===== config.mk =====
export PLATFORM = sky130hd
export DESIGN_NAME = servo_bus_transaction_engine_top
export DESIGN_NICKNAME = d
export VERILOG_FILES = /design/src/hdl/sbte_pkg.sv /design/src/hdl/sbte_front.sv /design/src/hdl/sbte_fifo.sv /design/src/hdl/sbte_back.sv /design/src/hdl/servo_bus_transaction_engine_top.sv
export SDC_FILE = /design/constraint.sdc
export NUM_CORES = 1
export LEC_CHECK = 0
export BUFFER_PORTS_ARGS = -buffer_cell sky130_fd_sc_hd__buf_4
export CORE_UTILIZATION = 56
export DETAILED_ROUTE_END_ITERATION = 8
export PLACE_DENSITY = 0.74
export SLEW_MARGIN = 5
export SYNTH_ARGS = -nofsm -noshare
export SYNTH_HDL_FRONTEND = slang
export SYNTH_SLANG_ARGS = --single-unit

===== constraint.sdc =====
create_clock -name clk -period 9.7 [get_ports clk]
set_input_delay 0.485 -clock clk [delete_from_list [all_inputs] [get_ports clk]]
set_output_delay 0.485 -clock clk [all_outputs]
set_load 0.1 [all_outputs]

===== src/hdl/sbte_pkg.sv =====
// Shared types and constants for the servo bus transaction engine.
// No dependencies; every other file in hdl/ refers to this package.
package sbte_pkg;

  // Operation codes of an input transaction
  localparam logic [2:0] OP_READ     = 3'd0;
  localparam logic [2:0] OP_WR_BYTE  = 3'd1;
  localparam logic [2:0] OP_WR_WORD  = 3'd2;
  localparam logic [2:0] OP_RX_BYTE  = 3'd3;
  localparam logic [2:0] OP_IDLE_TICK = 3'd4;

  // Result kinds
  localparam logic [1:0] KIND_TX   = 2'd0;
  localparam logic [1:0] KIND_OK   = 2'd1;
  localparam logic [1:0] KIND_FAIL = 2'd2;

  // Configuration register indexes
  localparam logic [1:0] CFG_READ_OPCODE  = 2'd0;
  localparam logic [1:0] CFG_WRITE_OPCODE = 2'd1;
  localparam logic [1:0] CFG_TIMEOUT      = 2'd2;

  localparam logic [7:0]  READ_OPCODE_RST  = 8'd2;
  localparam logic [7:0]  WRITE_OPCODE_RST = 8'd3;
  localparam logic [15:0] TIMEOUT_RST      = 16'd1000;

  localparam logic [7:0] SYNC_BYTE = 8'hFF;
  localparam logic [7:0] SUM_GOOD  = 8'hFF;

  localparam int RX_BUFFER_BYTES_DEF = 256;
  localparam int JOB_Q_DEPTH         = 4;

  typedef struct packed {
    logic [2:0]  op;
    logic [7:0]  servo_id;
    logic [7:0]  reg_addr;
    logic [7:0]  read_len;
    logic [15:0] write_value;
    logic [7:0]  rx_byte;
  } in_item_t;

  typedef struct packed {
    logic [1:0]  kind;
    logic [7:0]  tx_byte;
    logic        tx_last;
    logic [7:0]  status_error;
    logic [15:0] read_value;
  } out_item_t;

  // Work handed from the front to the back: either a frame to send
  // (header FF FF, body bytes, checksum) or a single read result.
  typedef struct packed {
    logic            is_result;
    logic            word_frame;   // six body bytes instead of five
    logic [5:0][7:0] body;
    logic [1:0]      kind;
    logic [7:0]      status_error;
    logic [15:0]     read_value;
  } job_t;

endpackage


===== src/hdl/sbte_front.sv =====
// Front end: configuration registers, request classification and reply parsing.
// Depends on sbte_pkg; feeds at most one job per transaction into sbte_fifo.
module sbte_front #(
  parameter int RX_BUFFER_BYTES = sbte_pkg::RX_BUFFER_BYTES_DEF
) (
  input  logic              clk,
  input  logic              rst_n,
  input  logic              cfg_we,
  input  logic [1:0]        cfg_index,
  input  logic [15:0]       cfg_data,
  input  logic              in_accept,
  input  sbte_pkg::in_item_t in_item,
  output logic              job_push,
  output sbte_pkg::job_t    job
);

  localparam int CAP_INT = (RX_BUFFER_BYTES < 255) ? RX_BUFFER_BYTES : 255;
  localparam logic [8:0] REPLY_CAP = 9'(CAP_INT);

  logic [7:0]  read_opc_r, write_opc_r;
  logic [15:0] timeout_r;

  logic        awaiting_r,  awaiting_nxt;
  logic [7:0]  expected_r,  expected_nxt;
  logic [7:0]  taken_r,     taken_nxt;
  logic [7:0]  sum_r,       sum_nxt;
  logic        single_r,    single_nxt;
  logic [7:0]  err_r,       err_nxt;
  logic [15:0] val_r,       val_nxt;
  logic [15:0] idle_r,      idle_nxt;

  logic [8:0]  reply_len;
  logic [7:0]  sum_tmp;
  logic [7:0]  taken_tmp;
  logic        finish;
  logic [7:0]  fin_sum;

  always_ff @(posedge clk) begin
    if (!rst_n) begin
      read_opc_r  <= sbte_pkg::READ_OPCODE_RST;
      write_opc_r <= sbte_pkg::WRITE_OPCODE_RST;
      timeout_r   <= sbte_pkg::TIMEOUT_RST;
    end else if (cfg_we) begin
      case (cfg_index)
        sbte_pkg::CFG_READ_OPCODE:  read_opc_r  <= cfg_data[7:0];
        sbte_pkg::CFG_WRITE_OPCODE: write_opc_r <= cfg_data[7:0];
        sbte_pkg::CFG_TIMEOUT:      timeout_r   <= cfg_data;
        default: ;
      endcase
    end
  end

  always_ff @(posedge clk) begin
    if (!rst_n) begin
      awaiting_r <= 1'b0;
      expected_r <= '0;
      taken_r    <= '0;
      sum_r      <= '0;
      single_r   <= 1'b0;
      err_r      <= '0;
      val_r      <= '0;
      idle_r     <= '0;
    end else begin
      awaiting_r <= awaiting_nxt;
      expected_r <= expected_nxt;
      taken_r    <= taken_nxt;
      sum_r      <= sum_nxt;
      single_r   <= single_nxt;
      err_r      <= err_nxt;
      val_r      <= val_nxt;
      idle_r     <= idle_nxt;
    end
  end

  always_comb begin
    awaiting_nxt = awaiting_r;
    expected_nxt = expected_r;
    taken_nxt    = taken_r;
    sum_nxt      = sum_r;
    single_nxt   = single_r;
    err_nxt      = err_r;
    val_nxt      = val_r;
    idle_nxt     = idle_r;
    job_push     = 1'b0;
    job          = '0;
    finish       = 1'b0;
    fin_sum      = sum_r;
    reply_len    = {1'b0, in_item.read_len} + 9'd6;
    if (reply_len > REPLY_CAP) reply_len = REPLY_CAP;
    sum_tmp      = sum_r;
    taken_tmp    = taken_r + 8'd1;

    if (in_accept) begin
      case (in_item.op)
        sbte_pkg::OP_READ: begin
          awaiting_nxt = 1'b1;
          expected_nxt = reply_len[7:0];
          taken_nxt    = '0;
          sum_nxt      = '0;
          single_nxt   = (in_item.read_len <= 8'd1);
          err_nxt      = '0;
          val_nxt      = '0;
          idle_nxt     = '0;
          job_push     = 1'b1;
          job.kind     = sbte_pkg::KIND_TX;
          job.body     = {8'd0, in_item.read_len, in_item.reg_addr, read_opc_r,
                          8'd4, in_item.servo_id};
        end
        sbte_pkg::OP_WR_BYTE, sbte_pkg::OP_WR_WORD: begin
          awaiting_nxt    = 1'b0;
          idle_nxt        = '0;
          job_push        = 1'b1;
          job.kind        = sbte_pkg::KIND_TX;
          job.word_frame  = (in_item.op == sbte_pkg::OP_WR_WORD);
          job.body        = {in_item.write_value[15:8], in_item.write_value[7:0],
                             in_item.reg_addr, write_opc_r,
                             job.word_frame ? 8'd5 : 8'd4, in_item.servo_id};
        end
        sbte_pkg::OP_RX_BYTE: begin
          if (awaiting_r) begin
            idle_nxt = '0;
            // Skip anything before the first sync byte
            if (!(taken_r == 8'd0 && in_item.rx_byte != sbte_pkg::SYNC_BYTE)) begin
              if (taken_r >= 8'd2) sum_tmp = sum_r + in_item.rx_byte;
              sum_nxt = sum_tmp;
              if (taken_r == 8'd4) begin
                err_nxt = in_item.rx_byte;
              end else if (taken_r == 8'd5) begin
                val_nxt = {val_r[15:8], in_item.rx_byte};
              end else if (taken_r == 8'd6 && !single_r) begin
                val_nxt = {in_item.rx_byte, val_r[7:0]};
              end
              taken_nxt = taken_tmp;
              if (taken_tmp >= expected_r) begin
                finish  = 1'b1;
                fin_sum = sum_tmp;
              end
            end
          end
        end
        sbte_pkg::OP_IDLE_TICK: begin
          if (awaiting_r) begin
            if (idle_r >= timeout_r) begin
              finish  = 1'b1;
              fin_sum = sum_r;
            end else begin
              idle_nxt = idle_r + 16'd1;
            end
          end
        end
        default: ;
      endcase
    end

    if (finish) begin
      awaiting_nxt  = 1'b0;
      idle_nxt      = '0;
      job_push      = 1'b1;
      job.is_result = 1'b1;
      if (fin_sum == sbte_pkg::SUM_GOOD) begin
        job.kind         = sbte_pkg::KIND_OK;
        job.status_error = err_nxt;
        job.read_value   = val_nxt;
      end else begin
        job.kind = sbte_pkg::KIND_FAIL;
      end
    end
  end

endmodule


===== src/hdl/sbte_fifo.sv =====
// Short job queue between front and back ends.
// Depends on sbte_pkg for the job type and depth.
module sbte_fifo (
  input  logic           clk,
  input  logic           rst_n,
  input  logic           push,
  input  sbte_pkg::job_t push_job,
  output logic           full,
  input  logic           pop,
  output logic           head_valid,
  output sbte_pkg::job_t head_job
);

  localparam int DEPTH = sbte_pkg::JOB_Q_DEPTH;
  localparam int PW    = $clog2(DEPTH);

  sbte_pkg::job_t mem [DEPTH];
  logic [PW-1:0]  wr_ptr_r, rd_ptr_r;
  logic [PW:0]    count_r;

  assign full       = (count_r == (PW+1)'(DEPTH));
  assign head_valid = (count_r != '0);
  assign head_job   = mem[rd_ptr_r];

  always_ff @(posedge clk) begin
    if (push) mem[wr_ptr_r] <= push_job;
  end

  always_ff @(posedge clk) begin
    if (!rst_n) begin
      wr_ptr_r <= '0;
      rd_ptr_r <= '0;
      count_r  <= '0;
    end else begin
      if (push) wr_ptr_r <= wr_ptr_r + PW'(1);
      if (pop)  rd_ptr_r <= rd_ptr_r + PW'(1);
      if (push && !pop)      count_r <= count_r + (PW+1)'(1);
      else if (pop && !push) count_r <= count_r - (PW+1)'(1);
    end
  end

endmodule


===== src/hdl/sbte_back.sv =====
// Back end: expand queued jobs into result transactions, one per cycle unless the output stalls.
// Depends on sbte_pkg; drives the registered output channel.
module sbte_back (
  input  logic                clk,
  input  logic                rst_n,
  input  logic                head_valid,
  input  sbte_pkg::job_t      head_job,
  output logic                pop,
  output logic                out_valid,
  input  logic                out_ready,
  output sbte_pkg::out_item_t out_data
);

  logic                out_valid_r;
  sbte_pkg::out_item_t out_data_r, out_data_nxt;
  logic [3:0]          idx_r, idx_nxt;
  logic [7:0]          sum_r, sum_nxt;
  logic [3:0]          last_idx;
  logic [3:0]          body_idx;
  logic [7:0]          body_byte;
  logic                load;

  assign out_valid = out_valid_r;
  assign out_data  = out_data_r;
  assign load      = head_valid && (!out_valid_r || out_ready);
  assign last_idx  = head_job.word_frame ? 4'd8 : 4'd7;
  assign body_idx  = idx_r - 4'd2;

  always_comb begin
    case (body_idx)
      4'd0:    body_byte = head_job.body[0];
      4'd1:    body_byte = head_job.body[1];
      4'd2:    body_byte = head_job.body[2];
      4'd3:    body_byte = head_job.body[3];
      4'd4:    body_byte = head_job.body[4];
      4'd5:    body_byte = head_job.body[5];
      default: body_byte = '0;
    endcase
  end

  always_comb begin
    out_data_nxt = '0;
    idx_nxt      = idx_r;
    sum_nxt      = sum_r;
    pop          = 1'b0;
    if (head_job.is_result) begin
      out_data_nxt.kind         = head_job.kind;
      out_data_nxt.status_error = head_job.status_error;
      out_data_nxt.read_value   = head_job.read_value;
      pop                       = load;
    end else begin
      out_data_nxt.kind = sbte_pkg::KIND_TX;
      if (idx_r < 4'd2) begin
        out_data_nxt.tx_byte = sbte_pkg::SYNC_BYTE;
        idx_nxt              = idx_r + 4'd1;
      end else if (idx_r < last_idx) begin
        out_data_nxt.tx_byte = body_byte;
        sum_nxt              = sum_r + body_byte;
        idx_nxt              = idx_r + 4'd1;
      end else begin
        // Checksum closes the frame
        out_data_nxt.tx_byte = ~sum_r;
        out_data_nxt.tx_last = 1'b1;
        idx_nxt              = '0;
        sum_nxt              = '0;
        pop                  = load;
      end
    end
  end

  always_ff @(posedge clk) begin
    if (load) out_data_r <= out_data_nxt;
  end

  always_ff @(posedge clk) begin
    if (!rst_n) begin
      out_valid_r <= 1'b0;
      idx_r       <= '0;
      sum_r       <= '0;
    end else begin
      if (load) begin
        out_valid_r <= 1'b1;
        idx_r       <= idx_nxt;
        sum_r       <= sum_nxt;
      end else if (out_ready) begin
        out_valid_r <= 1'b0;
      end
    end
  end

endmodule


===== src/hdl/servo_bus_transaction_engine_top.sv =====
// Top level of the servo bus transaction engine: front end, job queue, back end.
// Depends on sbte_pkg, sbte_front, sbte_fifo and sbte_back.
//
// Host side of a half-duplex servo bus. Each input transaction is one event:
// a read request, a byte or word write request, a byte received from the bus,
// or an idle tick. The front end takes one transaction per clock whenever its
// four-entry job queue has room, updates the reply parser at once and queues at
// most one job. The back end drains the queue one output transaction per clock
// while the consumer is ready: a read request or byte write becomes an 8-byte
// frame, a word write a 9-byte frame, and a finished reply (complete, or cut
// short by timeout) one result. Sustained rate is therefore bounded by frame
// length at the back end. The output is registered, so a stalled consumer
// never blocks input until the queue fills. Configuration writes (cfg_index
// 0 read opcode, 1 write opcode, 2 timeout ticks; other indexes ignored) are
// always ready and must only be issued while the engine is idle. Reset is
// synchronous and active low.
module servo_bus_transaction_engine_top #(
  parameter int RX_BUFFER_BYTES = sbte_pkg::RX_BUFFER_BYTES_DEF
) (
  input  logic                clk,
  input  logic                rst_n,
  input  logic                in_valid,
  output logic                in_ready,
  input  sbte_pkg::in_item_t  in_data,
  output logic                out_valid,
  input  logic                out_ready,
  output sbte_pkg::out_item_t out_data,
  input  logic                cfg_valid,
  output logic                cfg_ready,
  input  logic [1:0]          cfg_index,
  input  logic [15:0]         cfg_data
);

  logic           q_full;
  logic           job_push;
  sbte_pkg::job_t job;
  logic           q_pop;
  logic           head_valid;
  sbte_pkg::job_t head_job;

  // Take configuration at any time; take input while the queue has room
  assign cfg_ready = 1'b1;
  assign in_ready  = !q_full;

  sbte_front #(
    .RX_BUFFER_BYTES(RX_BUFFER_BYTES)
  ) u_front (
    .clk       (clk),
    .rst_n     (rst_n),
    .cfg_we    (cfg_valid && cfg_ready),
    .cfg_index (cfg_index),
    .cfg_data  (cfg_data),
    .in_accept (in_valid && in_ready),
    .in_item   (in_data),
    .job_push  (job_push),
    .job       (job)
  );

  sbte_fifo u_fifo (
    .clk        (clk),
    .rst_n      (rst_n),
    .push       (job_push),
    .push_job   (job),
    .full       (q_full),
    .pop        (q_pop),
    .head_valid (head_valid),
    .head_job   (head_job)
  );

  sbte_back u_back (
    .clk        (clk),
    .rst_n      (rst_n),
    .head_valid (head_valid),
    .head_job   (head_job),
    .pop        (q_pop),
    .out_valid  (out_valid),
    .out_ready  (out_ready),
    .out_data   (out_data)
  );

endmodule


==> results of run 1 <==
Yosys cell counts (10+ instances only):
cell / n
buf_2: 14
a21o_1: 11
and2_1: 79
xnor2_1: 15
xor2_1: 14
o21ai_0: 39
mux4_2: 68
or4_1: 10
a22oi_1: 46
o211ai_1: 10
clkbuf_1: 45
ha_1: 59
and3_1: 35
inv_1: 44
nor3_1: 16
a21oi_1: 72
nand4_1: 10
dfxtp_1: 120
mux2i_1: 25
nand3_1: 26
nor2_1: 76
nand2_1: 115
edfxtp_1: 311
a22o_1: 15
stage by stage:
| step | utilization, % | hold WS, ns | instances | power, mW | worst slack, ns |
|---|---|---|---|---|---|
| after floorplan | - | 0.432 | 1396 | 3.15 | 4.01 |
| after global placement | 61.3 | 0.444 | 1892 | 3.41 | 5.06 |
| after detailed placement | 61.3 | 0.450 | 1892 | 3.43 | 4.99 |
| after CTS | 65.5 | 0.146 | 1973 | 5.06 | 5.01 |
| after global routing | 65.5 | 0.178 | 1973 | 5.19 | 4.64 |
| final | 65.5 | 0.167 | 1973 | 5.02 | 5.08 |
layout by cell type (no fill, tap or decap), types with 9 or more instances in the layout:
| cell | n |
|---|---|
| nor3_1 | 15 |
| ha_1 | 59 |
| inv_1 | 44 |
| and3_1 | 35 |
| buf_4 | 124 |
| xnor2_1 | 15 |
| mux4_2 | 68 |
| xor2_1 | 14 |
| o21ai_0 | 39 |
| nand4_1 | 10 |
| clkbuf_1 | 11 |
| nand2_1 | 115 |
| clkinv_1 | 9 |
| nor2_1 | 75 |
| nand3_1 | 26 |
| o211ai_1 | 10 |
| a22oi_1 | 46 |
| a22o_1 | 15 |
| a21oi_1 | 71 |
| edfxtp_1 | 311 |
| a21o_1 | 11 |
| or4_1 | 10 |
| clkbuf_16 | 45 |
| nand3b_1 | 9 |
| dfxtp_1 | 118 |
| and2_1 | 79 |
| mux2i_1 | 24 |
state kept, by name, summed over array words and instances, names as in the netlist, 4 cells and up, named ones only:
| signal | count |
|---|---|
| u_front.taken_r | 8 |
| u_front.write_opc_r | 8 |
| u_back.idx_r | 4 |
| u_back.sum_r | 8 |
| u_front.read_opc_r | 8 |
| u_front.expected_r | 8 |
| u_back.out_data | 35 |
| u_front.idle_r | 16 |
| u_fifo.mem | 276 |
| u_front.timeout_r | 16 |
| u_front.sum_r | 8 |
| u_front.val_r | 16 |
| u_front.err_r | 8 |
worst reg2reg max path, delay by kind of cell, from the launching register on:
| kind | cells | cell delay [ns] |
|---|---|---|
| simple gates | 3 | 0.97 |
| mux | 1 | 0.48 |
| fa+ha+maj | 3 | 0.92 |
| flops | 1 | 0.95 |
| compound gates | 3 | 0.97 |
| xor+xnor | 1 | 0.18 |
| buf+inv | 1 | 0.08 |
final timing paths:
kind              cells past startpoint             startpoint                     to
setup / recovery                     12              flip-flop      u_fifo.count_r[2]
hold / removal                        3            cfg_data[9]   u_front.timeout_r[9]
setup reg to reg                     12              flip-flop      u_fifo.count_r[2]
hold reg to reg                       2  u_front.timeout_r[11]  u_front.timeout_r[11]
kinds of logic (layout without fill, tap and decap cells):
family | count (synthesis) | after routing
muxes | 94 | 94
other | 1 | 1
AOI/OAI and AO/OA | 247 | 247
and+or+nand+nor | 416 | 416
DFF | 431 | 431
xor gates and xnor gates | 30 | 30
buffers and inverters | 115 | 250
adders and majority gates | 62 | 62
area by class of cell:
cell class              count  area, um^2
inverters                  45         169
multi-input cells         850        6690
fillers                  2359       11300
clock buffers              59        1210
clock inverters            22         191
repair buffers            124         931
flip-flops and latches    431       11700
well taps                 442         553
power by group through the flow:
stage	logic [mW]	registers (mW)	clock network, mW
6_report	1.19	2.20	1.64
5_1_grt	1.24	2.21	1.73
4_1_cts	1.20	2.20	1.66
3_5_place_dp	1.19	2.24	0
3_3_place_gp	1.18	2.23	0
2_1_floorplan	0.369	2.78	0
metal layers:
layer  track usage, %  up-vias  routed length, um
met5                0        -                  0
met4             7.60        0                942
met3             4.09       66               2560
met2             39.4      408              19600
met1             34.8     5946              18100
li1                 -     5480                  -
==> flow_summary.yaml, run 1 <==
timing:
  tns_ns: 0
  finClkSkew_ns: 0.0178
  setup_violations: 0
  finalMaxSlewViolations: 0
  finalHoldViolations: 0
  worst_pin_slew_ns: 1.09
  slew_headroom_pct: 26.4
  period_share_pct: 47.6
  fin_crit_ns: 4.62
  fmax_mhz: 217
  rsz0062_at_grt: "false"
die:
  io_pins: 112
  fp-row-count: 66
  die-area_mm2: 0.0344
  die_h_um: 185
  start_util_pct: 57.5
  core_area_mm2: 0.0328
  die_w_um: 185
worst_setup_path:
  cp_top_family: "compound AO/OA/AOI/OAI gates"
  crit_chain: "mux4_2 > ha_1 > or3_1 > a221o_1 > and2_1 > o21ai_1 > ha_1 > inv_1 > fa_1 > xor2_1 > or3_1 > a21oi_1"
  end_kind: "flip-flop"
  crit_fanout: 33
  reg2reg_slack_ns: 5.08
  arrival_ns: 5.09
  path_class: "reg2reg"
  crit_required_ns: 10.17
  cp_slowest_cell: "dfxtp_2"
  start_kind: "flip-flop"
  slowest_delay_ns: 0.95
  critPathBufInv: 1
logic_synthesis:
  ys_warn_count: 0
  ys_ff_latch: 431
  syn-cell-area_mm2: 0.0188
  postSynthCellCount: 1396
  synthAdderAreaFrac_pct: 4.24
  synth_top_area_cell: "edfxtp_1"
  synthMuxAreaShare_pct: 9.51
  netlist_top_cells_area: "edfxtp_1, dfxtp_1, mux4_2"
  synth-compound-area-share_pct: 8.73
  synthesis.nets: 1532
  yosys.area_share.simple_pct: 11.2
  synth-edff-count: 311
  yosys.area.top_type_share_pct: 49.6
  ys_types: 66
  async_flop_share_pct: 0
  synthXorXnorAreaFrac_pct: 1.47
  syn_avg_cell_area_um2: 13.5
  synth_top_family_by_area: "simple AND/OR/NAND/NOR gates"
  synth-main-ff-cell: "edfxtp_1"
  seq_area_frac_synth_pct: 62.3
clock_tree:
  cts_tree: "yes"
  worst_skew_pair.late_latency_ns: 0.55
  post_cts.repair.setup_buffers: 0
  htree_levels: 2
  cts_max_path_buffers: 3
  cts_sinks: 431
  clk_pin_slew_ns: 0.06
  postCtsHoldBufs: 0
  cts_made_buffers: 44
  cts-root-buf: "clkbuf_16"
  ctsResizeCount: 0
placed_design:
  place_congestion: 0.842
  dpl-instance-area_mm2: 0.0201
  portBuffers: 110
  hpwlAfterDp_um: 26500
detailed_routing:
  drtAntennaViolNets: 0
  wl_um: 41300
  via_count: 11900
  drc_errors: 0
  routed_via_density: 6.03
  wire_per_inst_um: 20.9
  firstDrtPassIters: 5
  drt_first_iter_violations: 1088
run:
  cap_violations: 0
grt:
  grt_pass1_wl_um: 64700
  antenna_found_initial: 1
  grt_pass1_vias: 11700
  grt_max_degree: 70
  grt_usage_pct: 24.7
  gr-total-overflow: 0
layout:
  final_nets: 1632
  synthToLayoutAreaGrowth_pct: 14.0
  drive_gt1_share_pct: 17.8
  design_area_mm2: 0.0215
  insertedDiodeCount: 0
pwr:
  power.share.sequential_pct: 43.8
  p_sw_mw: 1.63
  p_leak_nw: 7.74
  p_int_mw: 3.39
  power.share.clock_pct: 32.6
  peakVddDrop_v: 0.000249
  power.density_mw_per_mm2: 234
  p_comb_share_pct: 23.7
  p_sw_share_pct: 32.4
min_path:
  hp-class: "in2reg"
outcome:
  status: "completed"
Note: power is estimated with default switching activity, not from simulation.
==> run 2: changes to the inputs <==
--- a/config.mk
+++ b/config.mk
@@ -6,9 +6,9 @@
 export NUM_CORES = 1
 export LEC_CHECK = 0
 export BUFFER_PORTS_ARGS = -buffer_cell sky130_fd_sc_hd__buf_4
-export CORE_UTILIZATION = 56
+export CORE_UTILIZATION = 55
 export DETAILED_ROUTE_END_ITERATION = 8
-export PLACE_DENSITY = 0.74
+export PLACE_DENSITY = 0.76
 export SLEW_MARGIN = 5
 export SYNTH_ARGS = -nofsm -noshare
 export SYNTH_HDL_FRONTEND = slang
==> constraint.sdc (replaced) <==
create_clock -name clk -period 3.7 [get_ports clk]
set_input_delay 0.185 -clock clk [delete_from_list [all_inputs] [get_ports clk]]
set_output_delay 0.185 -clock clk [all_outputs]
set_load 0.1 [all_outputs]
==> flow_summary.yaml, run 2 (synthesized netlist as in run 1, its figures left out) <==
clock_tree:
  worst_skew_pair.late_latency_ns: 0.55
  cts_made_buffers: 44
  cts_tree: "yes"
  cts_sinks: 431
  clk_pin_slew_ns: 0.06
  cts-root-buf: "clkbuf_16"
  cts_max_path_buffers: 3
  htree_levels: 2
detailed_routing:
  drtAntennaViolNets: 0
  highest_layer: "met4"
  wl_met2_um: 21800
  m1WireLength_um: 17800
  dr_wl_met3_um: 3210
  firstDrtPassIters: 5
  drc_errors: 0
  wire_per_inst_um: 21.5
  drt_first_iter_violations: 1092
  via_count: 12300
  wl_um: 43800
  routed_via_density: 6.01
timing:
  finalHoldViolations: 0
  setup_violations: 0
  finalMaxSlewViolations: 0
  finClkSkew_ns: 0.0201
  fin_ws_ns: 0.111
  fmax_mhz: 279
  fin_crit_ns: 3.59
  slew_headroom_pct: 21.0
  worst_pin_slew_ns: 1.18
  period_share_pct: 97.0
  tns_ns: 0
worst_setup_path:
  ff2ff_path_depth: 12
  reg2reg_slack_ns: 0.11
  start_kind: "flip-flop"
  end_kind: "flip-flop"
  path_class: "reg2reg"
  reg2reg_to: "u_fifo.count_r[2]"
  arrival_ns: 4.06
  crit_required_ns: 4.17
  crit_fanout: 4
run:
  cap_violations: 0
placed_design:
  portBuffers: 110
  place_ws_ns: -0.0220
  dpl-instance-area_mm2: 0.0204
  place_congestion: 0.892
  hpwlAfterDp_um: 27400
pwr:
  peakVddDrop_v: 0.000679
  power.density_mw_per_mm2: 601
  finalPower_mw: 13.4
  p_leak_nw: 8.10
die:
  fp-row-count: 67
  die-area_mm2: 0.0350
  io_pins: 112
  die_h_um: 187
  start_util_pct: 56.1
  core_area_mm2: 0.0336
  die_w_um: 187
layout:
  top_register: "u_fifo.mem"
  final_nets: 1693
  final_cell_mix: "edfxtp_1, buf_4, nand2_1, dfxtp_1, and2_1"
  design_area_mm2: 0.0222
  largest_reg_flops: 276
  final_common_cell: "edfxtp_1"
  multiInputGateArea_mm2: 0.00679
  fill_cells: 2288
  synthToLayoutAreaGrowth_pct: 18.0
  drive_gt1_share_pct: 20.9
  regArea_mm2: 0.0118
grt:
  grt_max_degree: 43
  antenna_found_initial: 3
  grt_pass1_wl_um: 67700
  grt_pass1_vias: 12300
  grt_usage_pct: 24.9
  gr-total-overflow: 0
min_path:
  min_from: "rst_n"
  hp-class: "in2reg"
  min_to: "u_front.read_opc_r[1]"
  min_path_cells: 2
outcome:
  status: "completed"
==> run 2: cell types whose count changed in the layout (fill, tap and decap cells not counted), sizes merged <==
cell	change
clkbuf	+2
clkinvlp	+2
diode	+1
inv	+2
bufinv	-1
dlygate4sd3	+21
nor2b	+3
clkinv	-5
buf	+36
==> run 2: cell type report <==
| class | instances | area share, % |
|---|---|---|
| clock buffer | 60 | 5.61 |
| antenna | 1 | 0.0112 |
| multi-input combinational | 853 | 30.5 |
| timing repair buffer | 182 | 6.94 |
| sequential | 431 | 52.9 |
| clock inverter | 20 | 0.799 |
| inverter | 45 | 0.759 |
| tap | 448 | 2.52 |
==> run 2: how the worst max path moves through the flow <==
stage,endpoint,cells past startpoint
floorplan,u_fifo.mem[0][0],11
global placement,u_fifo.mem[2][53],13
detailed placement,u_fifo.mem[2][53],13
CTS,u_fifo.count_r[2],18
global route,u_fifo.count_r[2],19
finish,u_fifo.count_r[2],12
==> run 2: per-layer routing <==
metal | track usage [%] | up-vias
met5 | 0 | -
met4 | 7.06 | 0
met3 | 4.39 | 75
met2 | 42.2 | 488
met1 | 33.1 | 6098
li1 | - | 5606
==> run 2: worst max-delay path, cell delays in order (launching register included) <==
cell and delay, ns:
dfxtp_4 0.38, mux4_2 0.55, ha_1 0.22, or3_1 0.40, a221o_1 0.36, and2_4 0.17, o21ai_2 0.17, ha_1 0.20
inv_1 0.08, fa_2 0.39, xor2_1 0.17, or3_1 0.30, a21oi_1 0.13
==> run 2: what timing repair did <==
| action | 4_1_cts | 5_1_grt |
|---|---|---|
| pin swaps | 0 | 2 |
| setup endpoints to repair | 122 | 3 |
| hold buffers | 21 | 0 |
| gates cloned | 3 | 1 |
| setup buffers | 0 | 6 |
| resized for setup | 0 | 22 |
| endpoints found under the hold margin | 36 | 0 |
==> run 2: power breakdown <==
part           internal (mW)  total [mW]  switching, mW
logic                  0.895        3.30           2.41
registers               5.58        5.70          0.126
clock network           2.52        4.36           1.84
total                   8.99        13.4           4.37
==> run 2: through the flow <==
stage	hold WS (ns)	utilization [%]	std cells
floorplan	0.295	-	1396
global placement	0.430	60.7	1928
detailed placement	0.429	60.7	1928
CTS	0.00528	65.7	2032
global route	0.0325	66.2	2040
finish	0.0322	66.2	2040
